<file path="config.mk">
export PLATFORM = sky130hd
export DESIGN_NAME = bfpe_exec
export DESIGN_NICKNAME = d
export VERILOG_FILES = /design/src/bfpe_pkg.sv /design/src/bfpe_exec.sv
export SDC_FILE = /design/constraint.sdc
export NUM_CORES = 1
export LEC_CHECK = 0
export BUFFER_PORTS_ARGS = -buffer_cell sky130_fd_sc_hd__buf_2
export CAP_MARGIN = 5
export CORE_AREA = 2 2 76 63
export DETAILED_ROUTE_END_ITERATION = 16
export DIE_AREA = 0 0 78 65
export GPL_ROUTABILITY_DRIVEN = 0
export MAX_ROUTING_LAYER = met4
export PLACE_DENSITY_LB_ADDON = 0.12
export SLEW_MARGIN = 20
export SYNTH_ARGS = -nofsm -noshare
export SYNTH_HDL_FRONTEND = slang
export SYNTH_SLANG_ARGS = --single-unit
</file>
<file path="constraint.sdc">
create_clock -name vclk -period 4.3
set_input_delay 0.86 -clock vclk [all_inputs]
set_output_delay 0.86 -clock vclk [all_outputs]
set_load 0.02 [all_outputs]
</file>
<file path="src/bfpe_pkg.sv">
// ----------------------------------------------------------------------------
// bfpe_pkg: shared types and constants of the tape-machine program executor
// Memory depths, derived widths, instruction codes, item commands, result kinds,
// sequencer states and the outcome of one executed instruction.
// ----------------------------------------------------------------------------
package bfpe_pkg;

  // Memory depths and the widths that follow from them
  localparam int PROGRAM_DEPTH = 4096;
  localparam int TAPE_DEPTH    = 32768;
  localparam int PROG_AW       = $clog2(PROGRAM_DEPTH);
  localparam int PROG_CW       = $clog2(PROGRAM_DEPTH + 1);
  localparam int TAPE_AW       = $clog2(TAPE_DEPTH);

  // Instruction characters
  localparam logic [7:0] OP_RIGHT = 8'h3E;  // '>'
  localparam logic [7:0] OP_LEFT  = 8'h3C;  // '<'
  localparam logic [7:0] OP_INC   = 8'h2B;  // '+'
  localparam logic [7:0] OP_DEC   = 8'h2D;  // '-'
  localparam logic [7:0] OP_PUT   = 8'h2E;  // '.'
  localparam logic [7:0] OP_DUMP  = 8'h40;  // '@'
  localparam logic [7:0] OP_OPEN  = 8'h5B;  // '['
  localparam logic [7:0] OP_CLOSE = 8'h5D;  // ']'

  // Item commands
  localparam logic CMD_LOAD = 1'b0;
  localparam logic CMD_STEP = 1'b1;

  // Result kinds
  typedef enum logic [1:0] {
    KIND_CHAR  = 2'd0,
    KIND_DUMP  = 2'd1,
    KIND_HALT  = 2'd2,
    KIND_ERROR = 2'd3
  } kind_t;

  // Sequencer states
  typedef enum logic [2:0] {
    S_CLEAR,
    S_IDLE,
    S_POP,
    S_LINK,
    S_EXEC
  } state_t;

  // Outcome of one executed instruction
  typedef struct packed {
    logic [TAPE_AW-1:0] ptr_next;
    logic [PROG_CW-1:0] pc_next;
    logic               cell_we;
    logic [7:0]         cell_next;
    logic               emit;
    kind_t              kind;
  } exec_t;

endpackage

</file>
<file path="src/bfpe_exec.sv">
// ----------------------------------------------------------------------------
// bfpe_exec: instruction decode and update unit
// Given the fetched instruction, the current cell, pointer, program counter
// and jump target, works out the next pointer, counter, cell and result.
// ----------------------------------------------------------------------------
module bfpe_exec (
  input  logic [7:0]                  op,
  input  logic [7:0]                  cell_val,
  input  logic [bfpe_pkg::TAPE_AW-1:0] ptr,
  input  logic [bfpe_pkg::PROG_CW-1:0] pc,
  input  logic [bfpe_pkg::PROG_AW-1:0] jump,
  output bfpe_pkg::exec_t             res
);
  import bfpe_pkg::*;

  localparam logic [TAPE_AW-1:0] TAPE_LAST = TAPE_AW'(TAPE_DEPTH - 1);
  localparam logic [TAPE_AW:0]   TAPE_END  = (TAPE_AW + 1)'(TAPE_DEPTH);

  logic [TAPE_AW:0]   ptr_inc;
  logic [PROG_CW-1:0] pc_inc;
  logic [PROG_CW-1:0] pc_jump;
  logic               cell_zero;

  // Incremented values and wrap checks
  assign ptr_inc   = {1'b0, ptr} + (TAPE_AW + 1)'(1);
  assign pc_inc    = pc + PROG_CW'(1);
  assign pc_jump   = {1'b0, jump} + PROG_CW'(1);
  assign cell_zero = (cell_val == 8'd0);

  // Decode
  always_comb begin
    res           = '0;
    res.ptr_next  = ptr;
    res.pc_next   = pc_inc;
    res.cell_next = cell_val;
    res.kind      = KIND_CHAR;
    case (op)
      OP_RIGHT: res.ptr_next = (ptr_inc >= TAPE_END) ? '0 : ptr_inc[TAPE_AW-1:0];
      OP_LEFT:  res.ptr_next = (ptr == '0) ? TAPE_LAST : ptr - TAPE_AW'(1);
      OP_INC: begin
        res.cell_we   = 1'b1;
        res.cell_next = cell_val + 8'd1;
      end
      OP_DEC: begin
        res.cell_we   = 1'b1;
        res.cell_next = cell_val - 8'd1;
      end
      OP_PUT: begin
        res.emit = 1'b1;
        res.kind = KIND_CHAR;
      end
      OP_DUMP: begin
        res.emit = 1'b1;
        res.kind = KIND_DUMP;
      end
      OP_OPEN: begin
        if (cell_zero) res.pc_next = pc_jump;
      end
      OP_CLOSE: begin
        if (!cell_zero) res.pc_next = pc_jump;
      end
      default: ;
    endcase
  end

endmodule

</file>
==> reports/qor.csv, run 1 <==
stage;metric;value;unit
route;dr_total_vias;2471;
timing;hold_viol;0;
layout;syn2layout_area_growth;17.9;%
timing;worst_pin_slew;0.602;ns
critical_path;crit_top_cell;buf_2;
die;die_height;65;um
critical_path;worstPathArrival;3.14;ns
timing;drv_slew;0;
timing;grt_setup_unrepaired;no;
critical_path;crit_path_start;op[6];
layout;flops_and_latches;0;
critical_path;crit_type;in2out;
timing;tns;0;ns
min_path;hp-class;in2out;
power_and_ir_drop;leakagePower;0.00109;uW
job;cap_violations;0;
global_route;grt_use_total;0.218;
synthesis;ys_types;65;
critical_path;required;3.44;ns
min_path;whs_path_depth;3;
critical_path;cpPeakStageDelay;0.34;ns
timing;fmax;250;MHz
global_route;grt_max_degree;28;
timing;fin_crit;4.00;ns
critical_path;path_max_fanout;6;
timing;setup_violations;0;
critical_path;cpMaxStageDelayCell;and4bb_2;
placed_design;placed_area;0.00248;mm2
layout;antenna_cells;0;
clock_network;ctsResizeCount;0;
global_route;first_global_vias;2101;
route;post_drt_via_cell_ratio;5.60;
die;start_util;0.477;
layout;fin_nets;450;
timing;slew_headroom;0.597;
global_route;grt_pass1_wl;9.28;mm
min_path;hold_end;res[10];
layout;design_area;0.00248;mm2
synthesis;synth_cells;305;
global_route;overflow;0;
die;die_x;78;um
route;postRouteAntennaNets;0;
route;wl;5.64;mm
die;ios;96;
placed_design;dp_hpwl;4.51;mm
route;first_pass_iters;4;
layout;final_common_cell;buf_2;
critical_path;cp_cell_sequence;buf_2 > and4bb_2 > nand3b_1 > or2_2 > inv_2 > ha_1 > a21oi_1 > o2111ai_1 > a211oi_1 > a31oi_1 > xnor2_1 > buf_2;
layout;ff_latch_area;0;um2
synthesis;ys_seq_area_frac;0;
synthesis;syn_nets;372;
route;drt_iter0_markers;111;
critical_path;endpoint_kind;output pin;
die;coreArea;0.00440;mm2
clock_network;cts_setup_buffers;0;
route;wire_per_inst;12.8;um
critical_path;cp-start-kind;primary input;
timing;fin_crit_sh;0.931;
synthesis;synthesis.area;0.00210;mm2
layout;drive_gt1_frac;0.320;
layout;final_cell_mix;buf_2, nand2_1, nand3_1, nor2_1;
run_status;status;finished clean;
clock_network;cts_hold_buf;0;
layout;clockBufferCount;0;
die;placementRows;22;
die;die-area;0.00507;mm2
power_and_ir_drop;ir_drop;0.0469;mV
power_and_ir_drop;p_per_area;78.3;mW/mm2
critical_path;crit_buf_inv;3;
critical_path;crit_family;simple AND/OR/NAND/NOR gates;
route;drc_errors;0;
synthesis;synth_area_per_cell;6.89;um2
min_path;min_from;cell_val[7];
synthesis;yosysWarningCount;0;
global_route;antenna_found_initial;0;
placed_design;io_buffers;95;
metrics by stage:
stage          std cells  hold WS [ns]  setup slack [ns]  total power [uW]  utilization
2_1_floorplan        305          1.80             0.333               125            -
3_3_place_gp         441          2.02             0.266               191        0.563
3_5_place_dp         441          2.03             0.211               193        0.563
4_1_cts              441          2.04             0.205               194        0.563
5_1_grt              441          2.07            0.0689               214        0.563
6_report             441          2.03             0.297               194        0.563
worst min-delay path: stages:
cell	delay, ns
buf_2	0.10
xnor2_1	0.07
buf_2	0.15
power breakdown:
group          internal, uW  switching [uW]  total (uW)  leakage (uW)
Clock                     0               0           0             0
Sequential                0               0           0             0
Combinational          76.4             118         194       0.00109
Total                  76.4             118         194       0.00109
layer usage:
| layer | GRT usage | up-vias | part of all wire |
|---|---|---|---|
| li1 | - | 1284 | - |
| met1 | 0.314 | 1098 | 0.50 |
| met2 | 0.357 | 85 | 0.43 |
| met3 | 0.00696 | 4 | 0.059 |
| met4 | 0.0197 | 0 | 0.0067 |
| met5 | - | - | 0 |
cells in the mapped netlist, drive strengths merged, types with 6 or more instances:
| library cell | count | area, um2 |
|---|---|---|
| nor2 | 22 | 82.6 |
| a21oi | 20 | 100 |
| nand3 | 25 | 135 |
| inv | 11 | 41.3 |
| nand4 | 10 | 68.8 |
| nand2 | 29 | 116 |
| xnor2 | 12 | 105 |
| clkbuf | 9 | 83.8 |
| and3 | 10 | 66.3 |
| o21ai | 20 | 104 |
| or3 | 6 | 37.5 |
| xor2 | 20 | 175 |
| nor3b | 8 | 65.1 |
| ha | 10 | 125 |
| nor3 | 8 | 51.3 |
| buf | 12 | 105 |
| and4 | 6 | 56.3 |
how the worst max path moves through the flow:
stage | slack [ns] | depth (start not counted) | to
global placement | 0.27 | 12 | res[9]
global route | 0.07 | 12 | res[10]
detailed placement | 0.21 | 12 | res[9]
finish | 0.30 | 12 | res[10]
CTS | 0.20 | 12 | res[9]
floorplan | 0.33 | 10 | res[9]
logic make-up after synthesis:
logic type                 after synthesis  synth area share
adders and majority gates               11            0.0690
xor gates and xnor gates                32             0.133
buffers and inverters                   32             0.110
and+or+nand+nor                        146             0.414
muxes                                    8            0.0399
other                                    1           0.00178
AOI/OAI and AO/OA                       75             0.232
layout make-up:
cell class	count	area [um2]
well taps	60	75.1
fillers	460	1930
repair buffers	97	490
inverters	11	41.3
multi-input cells	273	1870
Note: power is estimated with default switching activity, not from simulation.
==> run 2, diff against run 1 <==
==> constraint.sdc (replaced) <==
create_clock -name vclk -period 4.3
set_input_delay 0.43 -clock vclk [all_inputs]
set_output_delay 0.43 -clock vclk [all_outputs]
set_load 0.02 [all_outputs]
==> run 2 against run 1 <==
Combinational power about the same. Critical path depth unchanged. First-iteration DRC count increased by 70%. Fmax increased by 24%.
==> reports/qor.csv, run 2 (same netlist as run 1, synthesis figures left out) <==
stage;metric;value;unit
layout;drive_gt1_frac;0.316;
timing;fin_crit;3.24;ns
route;postRouteAntennaNets;0;
timing;hold_viol;0;
clock_network;cts_setup_buffers;0;
die;die_height;65;um
timing;tns;0;ns
layout;clockBufferCount;0;
global_route;antenna_found_initial;0;
timing;fin_crit_sh;0.752;
die;die_x;78;um
critical_path;path_max_fanout;6;
layout;design_area;0.00247;mm2
timing;slew_headroom;0.603;
clock_network;cts_hold_buf;0;
run_status;status;finished clean;
route;wire_per_inst;12.4;um
route;drc_errors;0;
critical_path;cp_cell_sequence;buf_2 > and4bb_2 > nand3b_1 > or2_2 > inv_1 > ha_1 > nor2b_1 > o21ai_0 > a21o_1 > a21boi_0 > o31ai_1 > buf_2;
critical_path;cpPeakStageDelay;0.34;ns
critical_path;endpoint_kind;output pin;
global_route;grt_max_degree;29;
layout;final_cell_mix;buf_2, nand2_1, nand3_1, nor2_1;
die;placementRows;22;
timing;fmax;309;MHz
route;post_drt_via_cell_ratio;5.46;
critical_path;crit_top_cell;buf_2;
layout;fillCellCount;480;
global_route;grt_pass1_wl;9.09;mm
layout;final_common_cell;buf_2;
critical_path;crit_type;in2out;
route;dr_total_vias;2401;
die;ios;96;
critical_path;worstPathArrival;2.81;ns
die;coreArea;0.00440;mm2
route;wl;5.47;mm
die;die-area;0.00507;mm2
global_route;grt_use_total;0.214;
critical_path;cpMaxStageDelayCell;and4bb_2;
power_and_ir_drop;p_per_area;77.9;mW/mm2
route;first_pass_iters;4;
critical_path;required;3.87;ns
power_and_ir_drop;leakagePower;0.00108;uW
layout;ff_latch_area;0;um2
global_route;overflow;0;
timing;setup_violations;0;
timing;grt_setup_unrepaired;no;
die;start_util;0.477;
global_route;first_global_vias;2028;
layout;antenna_cells;0;
critical_path;cp-start-kind;primary input;
min_path;hp-class;in2out;
placed_design;dp_hpwl;4.33;mm
layout;syn2layout_area_growth;17.6;%
layout;fin_nets;449;
power_and_ir_drop;total_power;193;uW
timing;drv_slew;0;
timing;worst_pin_slew;0.594;ns
route;drt_iter0_markers;189;
power_and_ir_drop;ir_drop;0.0466;mV
placed_design;io_buffers;95;
placed_design;placed_area;0.00247;mm2
clock_network;ctsResizeCount;0;
job;cap_violations;0;
layout;flops_and_latches;0;
## run 2: cell types whose count changed in the layout (fill, tap and decap cells not counted), sizes merged
cell  change
buf       -1
## run 2: critical path: cells and delay by family
kind	cells	cell delay [ns]
AOI/OAI and AO/OA	4	0.68
adders and majority gates	1	0.31
buffers and inverters	3	0.48
and+or+nand+nor	4	0.90
## run 2: layout make-up
type | count | area, um2 | share of cell area
Multi-Input combinational cell | 273 | 1870 | 0.757
Timing Repair Buffer | 96 | 483 | 0.195
Tap cell | 60 | 75.1 | 0.0304
Inverter | 11 | 41.3 | 0.0167
## run 2: per-layer routing
metal	vias to the layer above	track usage	share of wire
met5	-	-	0
met4	0	0	0
met3	0	0.00557	0.058
met2	65	0.339	0.42
met1	1059	0.323	0.52
li1	1277	-	-
## run 2: report_power, final
part | switching (uW) | total, uW | internal (uW)
clock network | 0 | 0 | 0
logic | 117 | 193 | 75.7
registers | 0 | 0 | 0
total | 117 | 193 | 75.7
## run 2: final timing paths
path | startpoint | endpoint | slack (ns) | depth (start not counted)
worst min-delay path | cell_val[7] | res[10] | 1.17 | 3
worst max-delay path | op[6] | res[9] | 1.06 | 12
## run 2: per-stage QoR
| step | cells | hold WS [ns] | util | worst slack (ns) |
|---|---|---|---|---|
| floorplan | 305 | 0.939 | - | 1.19 |
| detailed placement | 440 | 1.16 | 0.561 | 1.05 |
| global route | 440 | 1.18 | 0.561 | 0.809 |
| global placement | 440 | 1.16 | 0.561 | 1.12 |
| CTS | 440 | 1.17 | 0.561 | 1.05 |
| finish | 440 | 1.17 | 0.561 | 1.06 |
==> run 3, diff against run 2 <==
Clock period 4.3 ns to 3.3 ns, I/O delays scaled along.
==> run 3 against run 2 <==
Cell count rose by 0.23%. Final area is 0.30% higher. Count of clock-buffer cells in the layout stayed put. Worst hold slack lost 0.20 ns. Setup slack worse by 0.78 ns. Total power rose by 31%. Critical path type unchanged. Critical endpoint is now res[10].
==> reports/qor.csv, run 3 (same netlist as run 1, synthesis figures left out) <==
stage;metric;value;unit
run_status;status;finished clean;
layout;syn2layout_area_growth;17.9;%
route;first_pass_iters;4;
critical_path;cpMaxStageDelayCell;and4bb_2;
power_and_ir_drop;total_power;253;uW
global_route;overflow;0;
timing;hold_viol;0;
die;coreArea;0.00440;mm2
critical_path;worstPathArrival;2.68;ns
timing;slew_headroom;0.605;
critical_path;crit_buf_inv;3;
die;die_height;65;um
timing;drv_slew;0;
layout;drive_gt1_frac;0.318;
power_and_ir_drop;leakagePower;0.00109;uW
critical_path;path_max_fanout;6;
route;post_drt_via_cell_ratio;5.54;
timing;worst_pin_slew;0.590;ns
die;die_x;78;um
global_route;grt_pass1_wl;9.25;mm
timing;grt_setup_unrepaired;no;
placed_design;pre_cts_slack;0.281;ns
min_path;hp-class;in2out;
layout;ff_latch_area;0;um2
critical_path;endpoint_kind;output pin;
die;placementRows;22;
timing;fin_crit;3.01;ns
layout;final_common_cell;buf_2;
route;drc_errors;0;
global_route;antenna_found_initial;0;
layout;design_area;0.00248;mm2
die;ios;96;
timing;setup_ws;0.287;ns
power_and_ir_drop;p_per_area;102;mW/mm2
critical_path;crit_type;in2out;
critical_path;crit_top_cell;buf_2;
layout;final_cell_mix;buf_2, nand2_1, nand3_1, nor2_1;
route;drt_iter0_markers;124;
route;wire_per_inst;12.7;um
clock_network;cts_hold_buf;0;
critical_path;cp_cell_sequence;buf_2 > and4bb_2 > nand3b_1 > or2_2 > inv_1 > ha_1 > a21oi_1 > o2111ai_1 > a211oi_1 > a31oi_1 > xnor2_1 > buf_2;
route;postRouteAntennaNets;0;
timing;setup_violations;0;
critical_path;cp-start-kind;primary input;
placed_design;io_buffers;95;
layout;fillCellCount;474;
critical_path;crit_family;simple AND/OR/NAND/NOR gates;
placed_design;placed_area;0.00248;mm2
route;wl;5.62;mm
timing;fin_crit_sh;0.913;
die;start_util;0.477;
timing;tns;0;ns
clock_network;cts_setup_buffers;0;
timing;fmax;332;MHz
global_route;grt_max_degree;28;
placed_design;dp_hpwl;4.48;mm
critical_path;required;2.97;ns
layout;clockBufferCount;0;
clock_network;ctsResizeCount;0;
global_route;grt_use_total;0.217;
layout;antenna_cells;0;
layout;flops_and_latches;0;
power_and_ir_drop;ir_drop;0.0611;mV
critical_path;cpPeakStageDelay;0.35;ns
global_route;first_global_vias;2069;
die;die-area;0.00507;mm2
timing;hold_slack;0.973;ns
layout;fin_nets;450;
job;cap_violations;0;
route;dr_total_vias;2445;
==> run 3: cell count changes in the layout (fill, tap and decap cells not counted), sizes merged <==
| cell | delta |
|---|---|
| buf | +1 |
==> run 3: area by class of cell <==
| cell class | instances | area, um2 | share of cell area |
|---|---|---|---|
| well taps | 60 | 75.1 | 0.0303 |
| multi-input cells | 273 | 1870 | 0.755 |
| inverters | 11 | 41.3 | 0.0167 |
| repair buffers | 97 | 490 | 0.198 |
==> run 3: power by group <==
group	total [uW]	leakage, uW	internal [uW]	switching (uW)
clock	0	0	0	0
combinational	253	0.00109	99.5	153
sequential	0	0	0	0
==> run 3: final timing paths <==
path	startpoint	endpoint	cells after the start
max	op[6]	res[10]	12
min	cell_val[7]	res[10]	3
==> run 3: metrics by stage <==
| stage | cells | utilization |
|---|---|---|
| global route | 441 | 0.563 |
| CTS | 441 | 0.563 |
| detailed placement | 441 | 0.563 |
| floorplan | 305 | - |
| finish | 441 | 0.563 |
| global placement | 441 | 0.563 |
==> run 3: metal layers <==
metal	track usage	vias up	part of all wire	wire length, um
li1	-	1282	-	-
met5	-	-	0	0
met2	0.349	74	0.42	2390
met4	0.0197	0	0.0041	23
met3	0.0111	2	0.062	347
met1	0.314	1087	0.51	2860
